===== src/hdl/bpr_pkg.sv =====
// bpr_pkg: shared types and constants for the byte pattern replace block
// no dependencies; imported by every module of the block
`default_nettype none

package bpr_pkg;

    localparam int MAX_PATTERN = 8;
    localparam int MAX_REPLACE = 8;
    localparam int CMD_DEPTH   = 2;

    // configuration register indexes
    localparam logic [1:0] REG_MATCH_LENGTH       = 2'd0;
    localparam logic [1:0] REG_MATCH_PATTERN      = 2'd1;
    localparam logic [1:0] REG_REPLACEMENT_LENGTH = 2'd2;
    localparam logic [1:0] REG_REPLACEMENT_BYTES  = 2'd3;

    typedef struct packed {
        logic [7:0] data_byte;
        logic       last_in;
    } in_item_t;

    typedef struct packed {
        logic [7:0] out_byte;
        logic       byte_valid;
        logic       last_out;
    } out_item_t;

    // one classified input byte: up to eight bytes to emit, in order
    typedef struct packed {
        logic [63:0] bytes;
        logic [3:0]  n;
        logic        last;
    } cmd_t;

endpackage

`default_nettype wire


===== src/hdl/bpr_front.sv =====
// bpr_front: configuration registers, sliding window and pattern compare
// depends on bpr_pkg; feeds emit commands into the command queue
`default_nettype none

module bpr_front (
    input  wire logic             clk,
    input  wire logic             rst_n,
    input  wire logic             cfg_wen,
    input  wire logic [1:0]       cfg_index,
    input  wire logic [63:0]      cfg_data,
    input  wire logic             accept,
    input  wire bpr_pkg::in_item_t item,
    output logic                  cmd_push,
    output bpr_pkg::cmd_t         cmd
);
    import bpr_pkg::*;

    logic [3:0]  match_length_reg;
    logic [63:0] match_pattern_reg;
    logic [3:0]  replacement_length_reg;
    logic [63:0] replacement_bytes_reg;

    logic [63:0] window_reg, window_next;
    logic [2:0]  count_reg, count_next;

    logic [3:0]  len_eff;
    logic [3:0]  rlen_eff;
    logic [3:0]  count_inc;
    logic [63:0] w;
    logic        full_now;
    logic        hit;

    always_comb
    begin
        if (match_length_reg == 4'd0)
            len_eff = 4'd1;
        else if (match_length_reg > 4'(MAX_PATTERN))
            len_eff = 4'(MAX_PATTERN);
        else
            len_eff = match_length_reg;
        if (replacement_length_reg > 4'(MAX_REPLACE))
            rlen_eff = 4'(MAX_REPLACE);
        else
            rlen_eff = replacement_length_reg;
    end

    assign count_inc = {1'b0, count_reg} + 4'd1;
    assign full_now  = (count_inc == len_eff);

    // window with the new byte written at the fill position
    always_comb
    begin
        for (int i = 0; i < 8; i++)
        begin
            if (3'(i) == count_reg)
                w[i*8 +: 8] = item.data_byte;
            else
                w[i*8 +: 8] = window_reg[i*8 +: 8];
        end
    end

    always_comb
    begin
        hit = 1'b1;
        for (int i = 0; i < 8; i++)
        begin
            if ((4'(i) < len_eff) && (w[i*8 +: 8] != match_pattern_reg[i*8 +: 8]))
                hit = 1'b0;
        end
    end

    always_comb
    begin
        window_next = window_reg;
        count_next  = count_reg;
        cmd.bytes   = w;
        cmd.n       = 4'd0;
        cmd.last    = item.last_in;
        if (full_now && hit)
        begin
            cmd.bytes  = replacement_bytes_reg;
            cmd.n      = rlen_eff;
            count_next = 3'd0;
        end
        else if (full_now)
        begin
            // miss: oldest byte goes out, whole window on the last beat
            cmd.n       = item.last_in ? len_eff : 4'd1;
            window_next = w >> 8;
            count_next  = 3'(len_eff - 4'd1);
        end
        else
        begin
            cmd.n       = item.last_in ? count_inc : 4'd0;
            window_next = w;
            count_next  = count_inc[2:0];
        end
        if (item.last_in)
            count_next = 3'd0;
    end

    // items that emit nothing stay out of the queue
    assign cmd_push = accept && ((cmd.n != 4'd0) || item.last_in);

    always_ff @(posedge clk or negedge rst_n)
    begin
        if (!rst_n)
        begin
            match_length_reg       <= 4'd1;
            match_pattern_reg      <= 64'd0;
            replacement_length_reg <= 4'd0;
            replacement_bytes_reg  <= 64'd0;
            count_reg              <= 3'd0;
        end
        else
        begin
            if (cfg_wen)
            begin
                case (cfg_index)
                    REG_MATCH_LENGTH:       match_length_reg       <= cfg_data[3:0];
                    REG_MATCH_PATTERN:      match_pattern_reg      <= cfg_data;
                    REG_REPLACEMENT_LENGTH: replacement_length_reg <= cfg_data[3:0];
                    REG_REPLACEMENT_BYTES:  replacement_bytes_reg  <= cfg_data;
                    default: ;
                endcase
            end
            if (cfg_wen && (cfg_index == REG_MATCH_LENGTH))
                count_reg <= 3'd0;
            else if (accept)
                count_reg <= count_next;
        end
    end

    always_ff @(posedge clk)
    begin
        if (accept)
            window_reg <= window_next;
    end

endmodule

`default_nettype wire


===== src/hdl/bpr_cmd_fifo.sv =====
// bpr_cmd_fifo: short command queue between front and back
// depends on bpr_pkg for cmd_t and CMD_DEPTH
`default_nettype none

module bpr_cmd_fifo (
    input  wire logic          clk,
    input  wire logic          rst_n,
    input  wire logic          wr,
    input  wire bpr_pkg::cmd_t wr_cmd,
    input  wire logic          rd,
    output bpr_pkg::cmd_t      rd_cmd,
    output logic               full,
    output logic               empty
);
    import bpr_pkg::*;

    localparam int PW = (CMD_DEPTH > 1) ? $clog2(CMD_DEPTH) : 1;
    localparam int CW = $clog2(CMD_DEPTH + 1);

    cmd_t          mem [CMD_DEPTH];
    logic [PW-1:0] wp_reg, rp_reg;
    logic [CW-1:0] cnt_reg;

    assign full   = (cnt_reg == CW'(CMD_DEPTH));
    assign empty  = (cnt_reg == CW'(0));
    assign rd_cmd = mem[rp_reg];

    function automatic logic [PW-1:0] bump(input logic [PW-1:0] p);
        if (p == PW'(CMD_DEPTH - 1))
            return PW'(0);
        return p + PW'(1);
    endfunction

    always_ff @(posedge clk or negedge rst_n)
    begin
        if (!rst_n)
        begin
            wp_reg  <= '0;
            rp_reg  <= '0;
            cnt_reg <= '0;
        end
        else
        begin
            if (wr)
                wp_reg <= bump(wp_reg);
            if (rd)
                rp_reg <= bump(rp_reg);
            if (wr && !rd)
                cnt_reg <= cnt_reg + CW'(1);
            else if (rd && !wr)
                cnt_reg <= cnt_reg - CW'(1);
        end
    end

    always_ff @(posedge clk)
    begin
        if (wr)
            mem[wp_reg] <= wr_cmd;
    end

endmodule

`default_nettype wire


===== src/hdl/bpr_back.sv =====
// bpr_back: walks each command one byte a cycle into the result register while pop keeps up
// depends on bpr_pkg; reads from bpr_cmd_fifo
`default_nettype none

module bpr_back (
    input  wire logic          clk,
    input  wire logic          rst_n,
    input  wire bpr_pkg::cmd_t head,
    input  wire logic          cmd_empty,
    output logic               cmd_pop,
    input  wire logic          pop,
    output logic               empty,
    output bpr_pkg::out_item_t result
);
    import bpr_pkg::*;

    logic      busy_reg, busy_next;
    cmd_t      cur_reg;
    logic [2:0] idx_reg, idx_next;
    logic      out_valid_reg, out_valid_next;
    out_item_t out_reg;

    logic [3:0] items;
    logic       fin;
    logic       adv;
    logic       emit;
    logic       load;
    out_item_t  item_now;

    assign adv   = !out_valid_reg || pop;
    // an empty command still sends the end marker
    assign items = (cur_reg.n == 4'd0) ? 4'd1 : cur_reg.n;
    assign fin   = ({1'b0, idx_reg} == (items - 4'd1));
    assign emit  = busy_reg && adv;
    assign load  = !busy_reg || (emit && fin);
    assign cmd_pop = load && !cmd_empty;

    always_comb
    begin
        item_now.byte_valid = (cur_reg.n != 4'd0);
        item_now.out_byte   = item_now.byte_valid ? cur_reg.bytes[idx_reg*8 +: 8] : 8'd0;
        item_now.last_out   = cur_reg.last && fin;
    end

    always_comb
    begin
        busy_next = busy_reg;
        idx_next  = idx_reg;
        if (load)
        begin
            busy_next = !cmd_empty;
            idx_next  = 3'd0;
        end
        else if (emit)
            idx_next = idx_reg + 3'd1;
        if (emit)
            out_valid_next = 1'b1;
        else if (pop)
            out_valid_next = 1'b0;
        else
            out_valid_next = out_valid_reg;
    end

    always_ff @(posedge clk or negedge rst_n)
    begin
        if (!rst_n)
        begin
            busy_reg      <= 1'b0;
            idx_reg       <= 3'd0;
            out_valid_reg <= 1'b0;
        end
        else
        begin
            busy_reg      <= busy_next;
            idx_reg       <= idx_next;
            out_valid_reg <= out_valid_next;
        end
    end

    always_ff @(posedge clk)
    begin
        if (cmd_pop)
            cur_reg <= head;
        if (emit)
            out_reg <= item_now;
    end

    assign empty  = !out_valid_reg;
    assign result = out_reg;

endmodule

`default_nettype wire


===== src/hdl/byte_pattern_replace.sv =====
// byte_pattern_replace: top level, front classifier, command queue, back emitter
// depends on bpr_pkg, bpr_front, bpr_cmd_fifo, bpr_back
//
//   channel   handshake        payload
//   input     push / full      item   (data_byte, last_in)
//   result    empty / pop      result (out_byte, byte_valid, last_out)
//   config    cfg_wen          cfg_index, cfg_data
//
// a byte is taken every cycle while the two-entry command queue has room
// the back emitter sends one result beat per cycle while pop keeps up; a match
// or a flush of n bytes holds it until all n are sent, so the queue can fill and
// raise full; bytes that only fill the window produce no beat
// reset clears the window fill, queue and result valid flag; no clearing pass
`default_nettype none

module byte_pattern_replace (
    input  wire logic               clk,
    input  wire logic               rst_n,
    input  wire logic               push,
    output logic                    full,
    input  wire bpr_pkg::in_item_t  item,
    output logic                    empty,
    input  wire logic               pop,
    output bpr_pkg::out_item_t      result,
    input  wire logic               cfg_wen,
    input  wire logic [1:0]         cfg_index,
    input  wire logic [63:0]        cfg_data
);
    import bpr_pkg::*;

    logic accept;
    logic cmd_push;
    logic cmd_pop;
    logic cmd_full;
    logic cmd_empty;
    cmd_t cmd_in;
    cmd_t cmd_head;

    assign full   = cmd_full;
    assign accept = push && !cmd_full;

    bpr_front u_front (
        .clk       (clk),
        .rst_n     (rst_n),
        .cfg_wen   (cfg_wen),
        .cfg_index (cfg_index),
        .cfg_data  (cfg_data),
        .accept    (accept),
        .item      (item),
        .cmd_push  (cmd_push),
        .cmd       (cmd_in)
    );

    bpr_cmd_fifo u_fifo (
        .clk    (clk),
        .rst_n  (rst_n),
        .wr     (cmd_push),
        .wr_cmd (cmd_in),
        .rd     (cmd_pop),
        .rd_cmd (cmd_head),
        .full   (cmd_full),
        .empty  (cmd_empty)
    );

    bpr_back u_back (
        .clk       (clk),
        .rst_n     (rst_n),
        .head      (cmd_head),
        .cmd_empty (cmd_empty),
        .cmd_pop   (cmd_pop),
        .pop       (pop),
        .empty     (empty),
        .result    (result)
    );

`ifndef ASSERT_OFF
    a_marker_form: assert property (@(posedge clk) disable iff (!rst_n)
        (!empty && !result.byte_valid) |-> (result.out_byte == 8'd0 && result.last_out))
        else $error("end marker beat malformed");

    a_no_overflow: assert property (@(posedge clk) disable iff (!rst_n)
        cmd_push |-> !cmd_full)
        else $error("command queue written while full");

    a_no_underflow: assert property (@(posedge clk) disable iff (!rst_n)
        cmd_pop |-> !cmd_empty)
        else $error("command queue read while empty");
`endif

endmodule

`default_nettype wire


===== config.mk =====
export PLATFORM = sky130hd
export DESIGN_NAME = byte_pattern_replace
export DESIGN_NICKNAME = d
export VERILOG_FILES = /design/src/hdl/bpr_pkg.sv /design/src/hdl/bpr_front.sv /design/src/hdl/bpr_cmd_fifo.sv /design/src/hdl/bpr_back.sv /design/src/hdl/byte_pattern_replace.sv
export SDC_FILE = /design/constraint.sdc
export NUM_CORES = 1
export LEC_CHECK = 0
export BUFFER_PORTS_ARGS = -buffer_cell sky130_fd_sc_hd__clkbuf_2
export CAP_MARGIN = 5
export CELL_PAD_IN_SITES_DETAIL_PLACEMENT = 2
export CELL_PAD_IN_SITES_GLOBAL_PLACEMENT = 2
export CORE_ASPECT_RATIO = 1.75
export CORE_MARGIN = 3
export CORE_UTILIZATION = 46
export CTS_BUF_LIST = sky130_fd_sc_hd__clkbuf_4 sky130_fd_sc_hd__clkbuf_8
export CTS_CLUSTER_DIAMETER = 30
export CTS_CLUSTER_SIZE = 14
export DETAILED_ROUTE_END_ITERATION = 6
export PLACE_DENSITY_LB_ADDON = 0.1
export SYNTH_ARGS = -nofsm -noshare
export SYNTH_HDL_FRONTEND = slang
export SYNTH_SLANG_ARGS = --single-unit

===== constraint.sdc =====
create_clock -name clk -period 5.7 [get_ports clk]
set_clock_uncertainty 0.05 [all_clocks]
set_input_delay 1.14 -clock clk [delete_from_list [all_inputs] [get_ports clk]]
set_output_delay 1.14 -clock clk [all_outputs]
set_load 0.05 [all_outputs]

* Yosys cells after proc, flatten, opt, wreduce, memory -nomap -nowiden
Memories as Yosys holds them, arrays and structs flattened. A register that Yosys moved wholly into a read port is not among the register bits.
Cells that the tools add are included.
** Operators by class
- Add/sub/neg operators :: 8
- Magnitude comparators :: 10
- Equality and inequality tests :: 21
- Shift operators :: 1
- Muxes and demuxes :: 47
- Bitwise gates (word level) :: 1
- Reductions and logical operators :: 43
** Operator list (number)
- $mux 64 :: 1
- $mux 8 :: 8
- $ne 8x8->1 :: 8
- $shiftx 64x7->8 :: 1
- $mux 56 :: 1
- $mux 4 :: 8
- $mux 3 :: 7
- $mux 1 :: 20
- $logic_and 1x1->1 :: 18
- $lt 3x4->1 const A :: 4
- $eq 3x3->1 const A :: 4
- $reduce_and 2->1 :: 5
- $gt 4x4->1 const B :: 2
- $logic_not 4->1 :: 2
- $lt 1x4->1 const A :: 2
- $lt 2x4->1 const A :: 2
- $reduce_bool 2->1 :: 4
- $reduce_bool 4->1 :: 2
- $eq 2x2->1 const B :: 3
- $eq 2x3->1 const A :: 2
- $logic_not 1->1 :: 6
- $add 3x1->4 const B :: 1
- $eq 3x4->1 :: 1
- $eq 4x4->1 :: 1
- 13 further kinds :: 18
** Word-level totals
- Flip-flop bits (word level) :: 222
- RAM bits :: 138
- Bits of input ports :: 80
- Output and inout port bits :: 12
- Word-level logic and storage cells :: 148
- Memories kept :: 1
** Memories
- u_fifo.mem :: words 2, bits a word 69, read ports 1, clocked after Yosys merged registers in 1, wr ports 1, line bpr_cmd_fifo.sv:20 : cmd_t mem [CMD_DEPTH];

* Depth between registers and ports, before layout
- Depth in word-level cells :: 22
- Mapped depth :: 19
- Gate-level depth less buffers :: 14

* Modules after synthesis
Synthesis repeated with hierarchy kept, for this count alone.
** Second synthesis, totals
- Cells, all modules :: 1439
- Area total of the unflattened synthesis :: 20276.9 um2
** Modules (own cells, without submodules)
- bpr_front :: instances 1, cells an instance 1046, area an instance 11447.2 um2
- bpr_cmd_fifo :: instances 1, cells an instance 231, area an instance 5517.8 um2
- bpr_back :: instances 1, cells an instance 161, area an instance 3298.2 um2
- byte_pattern_replace :: instances 1, cells an instance 1, area an instance 13.8 um2

* Worst setup path before layout
Ideal clock, no wire load.
- Path kind :: input-to-reg
- From :: in item[6] (netlist bit)
- To :: mem u_fifo.mem[0][0] (netlist bit), enable pin
- Setup time :: 432 ps
- Arrival time :: 4639 ps
- Path slack :: 579 ps
- Cell stages on the path :: 11
- Cells stage by stage :: clkbuf_1 clkbuf_1 mux2i_1 xor2_1 nand4_1 nor2_1 and4_1 o31ai_1 buf_6 buf_2 o21a_1
** Between the ends
- Word-level cells in the longest chain between the ends :: 18
** RTL lines
- start, declared :: line byte_pattern_replace.sv:21 : input wire bpr_pkg::in_item_t item,
- $mux 8 :: line bpr_front.sv:55 : if (3'(i) == count_reg)
- $ne 8x8->1 :: line bpr_front.sv:67 : if ((4'(i) < len_eff) && (w[i*8 +: 8] != match_pattern_reg[i*8 +: 8]))
- $logic_and 1x1->1 :: line bpr_front.sv:67
- $mux 1 (7 in a row) :: line bpr_front.sv:67
- $mux 1 * :: line bpr_front.sv:67
- $logic_and 1x1->1 * :: line bpr_front.sv:79 : if (full_now && hit)
- $mux 4 * :: line bpr_front.sv:79
- $reduce_bool 4->1 * :: line bpr_front.sv:103 : assign cmd_push = accept && ((cmd.n != 4'd0) || item.last_in);
- $logic_or 1x1->1 * :: line bpr_front.sv:103
- $logic_and 1x1->1 * :: line bpr_front.sv:103
- $mux 1 * :: line bpr_cmd_fifo.sv:57 : if (wr)
- $mux 1 (not written as such) * :: line bpr_cmd_fifo.sv:58 : mem[wp_reg] <= wr_cmd;
- end, declared :: line bpr_cmd_fifo.sv:20
Mark *: on every way between the ends. The rest lies on a longest branch, timed or not.

==> flow_summary.ini <==
[outcome]
status = completed

[layout]
layout.nets = 1624
syn_to_final_growth_pct = 14.04
layout.cells.non_filler = 2148
final_cell_mix = edfxtp_1, mux2_2, dfrtp_1, nand2_1, mux2i_1
utilization = 0.5357
drive_above_1_share = 0.3141
final_common_cell = edfxtp_1
largest_register_ffs = 138

[yosys]
synth-seq-cells = 429
synth_top_cell_area_share = 0.4278
netlist-cell-type-count = 60
synth_top_flop_cell = edfxtp_1
synthCells = 1419
synth_area_mm2 = 0.01973
ys.warnings.count = 0
syn_area_per_cell_um2 = 13.90
synth-edff-count = 281
synth-seq-area-share = 0.6156
yosysTopAreaCell = edfxtp_1
syn_nets = 1509
ys_async_sr_fraction = 0.3450
synth_area_leaders = edfxtp_1, dfrtp_1, mux2_2, mux2i_1, nand2_1

[clocking]
worstSkewPairLatency_ps = 640
cts_buffers = 71
cts.sinks = 429
post_cts_buffers = 0
root_buffer = clkbuf_8
clockBufferDepth = 3
htree_num_levels = 3
tritoncts = built
cts_hold_buf = 0
clk_pin_slew_ps = 70
ctsResizeCount = 0

[detailed_routing]
post_drt_wl_per_cell_um = 28.81
drt_wl_total_mm = 61.88
wl_met1_mm = 23.82
dr.pass1.iters = 5
ant_nets = 0
dr_wl_met2_mm = 32.49
top_layer_used = met4
viasPerCell = 5.774
route.detailed.drc = 0
drt_iter0_drc = 894
num_vias = 12400
dr_wl_met3_mm = 2.446

[power_and_ir_drop]
peakVddDrop_mv = 0.4078
p_per_area_mw_per_mm2 = 542.5
power.leakage_uw = 0.009140
power_uw = 12200

[setup_path]
cp_data_arrival_time_ps = 5070
reg2reg_from = u_front.count_reg[2]$_DFFE_PN0P_
cp_max_fo = 49
path_class = flip-flop to flip-flop
r2r_cells = 11
crit_required_ps = 5980
critPathLaunchType = flip-flop
r2r-end = u_fifo.mem[1][33]$_DFFE_PP_
rrSetupSlack_ps = 910
cp-end-kind = flip-flop

[floorplan]
dieArea_mm2 = 0.04550
ios = 92
rows = 99
die_x_um = 162.5
die_h_um = 279.9
initial_core_util = 0.4697
core_mm2 = 0.04199

[grt]
grt_pass1_wl_mm = 92.79
grt_usage = 0.2775
grt_max_degree = 79
grt_pass1_vias = 14200
antenna_found_initial = 3
gr-total-overflow = 0

[run]
maxCapViolations = 0

[sta]
finalHoldViolCount = 0
report.final.slew_viol_count = 0
setup_viol = 0
layout_min_cycle_time_ps = 4789
tns_ps = 0
worst_pin_slew_ps = 1187
fin_ws_ps = 910.6
rsz0062_at_grt = no
finalCritPeriodShare = 0.8402
slew_headroom = 0.2070
timing.fmax_mhz = 208.8

[place]
hpwl_mm = 42.60
place_congestion = 0.8497
place_inst = 2016
io_buffers = 91
post-place-ws_ps = 760.5

[min_path]
hold_path_end = u_front.replacement_bytes_reg[25]$_DFFE_PN0P_
holdCritStartpoint = u_front.replacement_bytes_reg[25]$_DFFE_PN0P_
worst_hold_path_type = flip-flop to flip-flop
hold_depth = 1
==> where the power goes <==
part	internal, µW	switching [µW]
Combinational	1480	2430
Sequential	4500	611
Clock	1750	1430
==> cell usage after synthesis (3+ instances only) <==
library cell and number:
nor2_1 74, buf_4 4, a21oi_1 13, a221oi_1 7, dfrtp_1 147, nand3_1 3
o21ai_0 25, mux2_4 7, inv_1 73, nor3_1 9, buf_2 11, nand4b_1 3
mux4_2 16, mux2_2 221, buf_1 6, nor2b_1 9, o21a_1 3, mux2i_1 103
nand2b_1 14, nor3b_1 3, nand4_1 7, nor4_1 14, clkbuf_1 48, xnor2_1 43
o21ai_1 3, o22ai_1 17, and2_1 7, nand2_1 124, xor2_1 35, ha_1 10
buf_6 3, a22oi_1 36, o221ai_1 6, edfxtp_1 281
==> per-stage QoR <==
step	area [µm²]	hold WS, ps
2_1_floorplan	19730	421.7
3_3_place_gp	20830	433.8
3_5_place_dp	20830	444.3
4_1_cts	22490	458.4
5_1_grt	22500	477.2
6_report	22500	452.1
==> worst max path at each step <==
stage | start | slack (ps) | cells past startpoint | end
2_1_floorplan | item[6] | 580 | 11 | u_fifo.mem[0][0]$_DFFE_PP_
3_3_place_gp | item[5] | 820 | 10 | u_front.window_reg[0]$_DFFE_PP_
3_5_place_dp | item[5] | 760 | 10 | u_front.window_reg[0]$_DFFE_PP_
4_1_cts | u_front.count_reg[2]$_DFFE_PN0P_ | 900 | 10 | u_fifo.mem[1][33]$_DFFE_PP_
5_1_grt | u_front.count_reg[2]$_DFFE_PN0P_ | 580 | 11 | u_fifo.mem[1][33]$_DFFE_PP_
6_report | u_front.count_reg[2]$_DFFE_PN0P_ | 910 | 11 | u_fifo.mem[1][33]$_DFFE_PP_
==> cell type report <==
type                       instances  area (µm²)
fill                            3907       19500
clock buffer                      82        1085
timing repair buffer             114       684.4
tap                              555       694.4
inverter                          73       274.0
multi-input combinational        845        7032
sequential                       429       12140
clock inverter                    49       579.3
antenna                            1       2.502
==> cell families (layout without fill, tap and decap cells) <==
| group | after synthesis | in the layout | share of synthesized area |
|---|---|---|---|
| flops | 429 | 429 | 0.6156 |
| xor+xnor | 78 | 78 | 0.03463 |
| fa+ha+maj | 10 | 10 | 0.006343 |
| buf+inv | 145 | 318 | 0.03019 |
| simple gates | 277 | 277 | 0.06426 |
| other cells | 0 | 1 | 0 |
| mux | 348 | 348 | 0.2027 |
| compound gates | 132 | 132 | 0.04624 |
==> critical path, stage by stage, from the launching register on <==
cell	delay (ps)
dfrtp_1	630
ha_1	710
mux2i_1	510
buf_4	230
xnor2_1	110
nor4_1	260
nand2_1	180
a22o_1	230
nor3b_2	420
o31ai_4	240
buf_12	290
mux2i_1	600
==> routing by layer <==
metal	vias to the layer above	global-route usage
li1	5427	-
met1	6528	0.3302
met2	317	0.4873
met3	131	0.04379
met4	0	0.1365
met5	-	0
(Power assumes the default switching activity.)
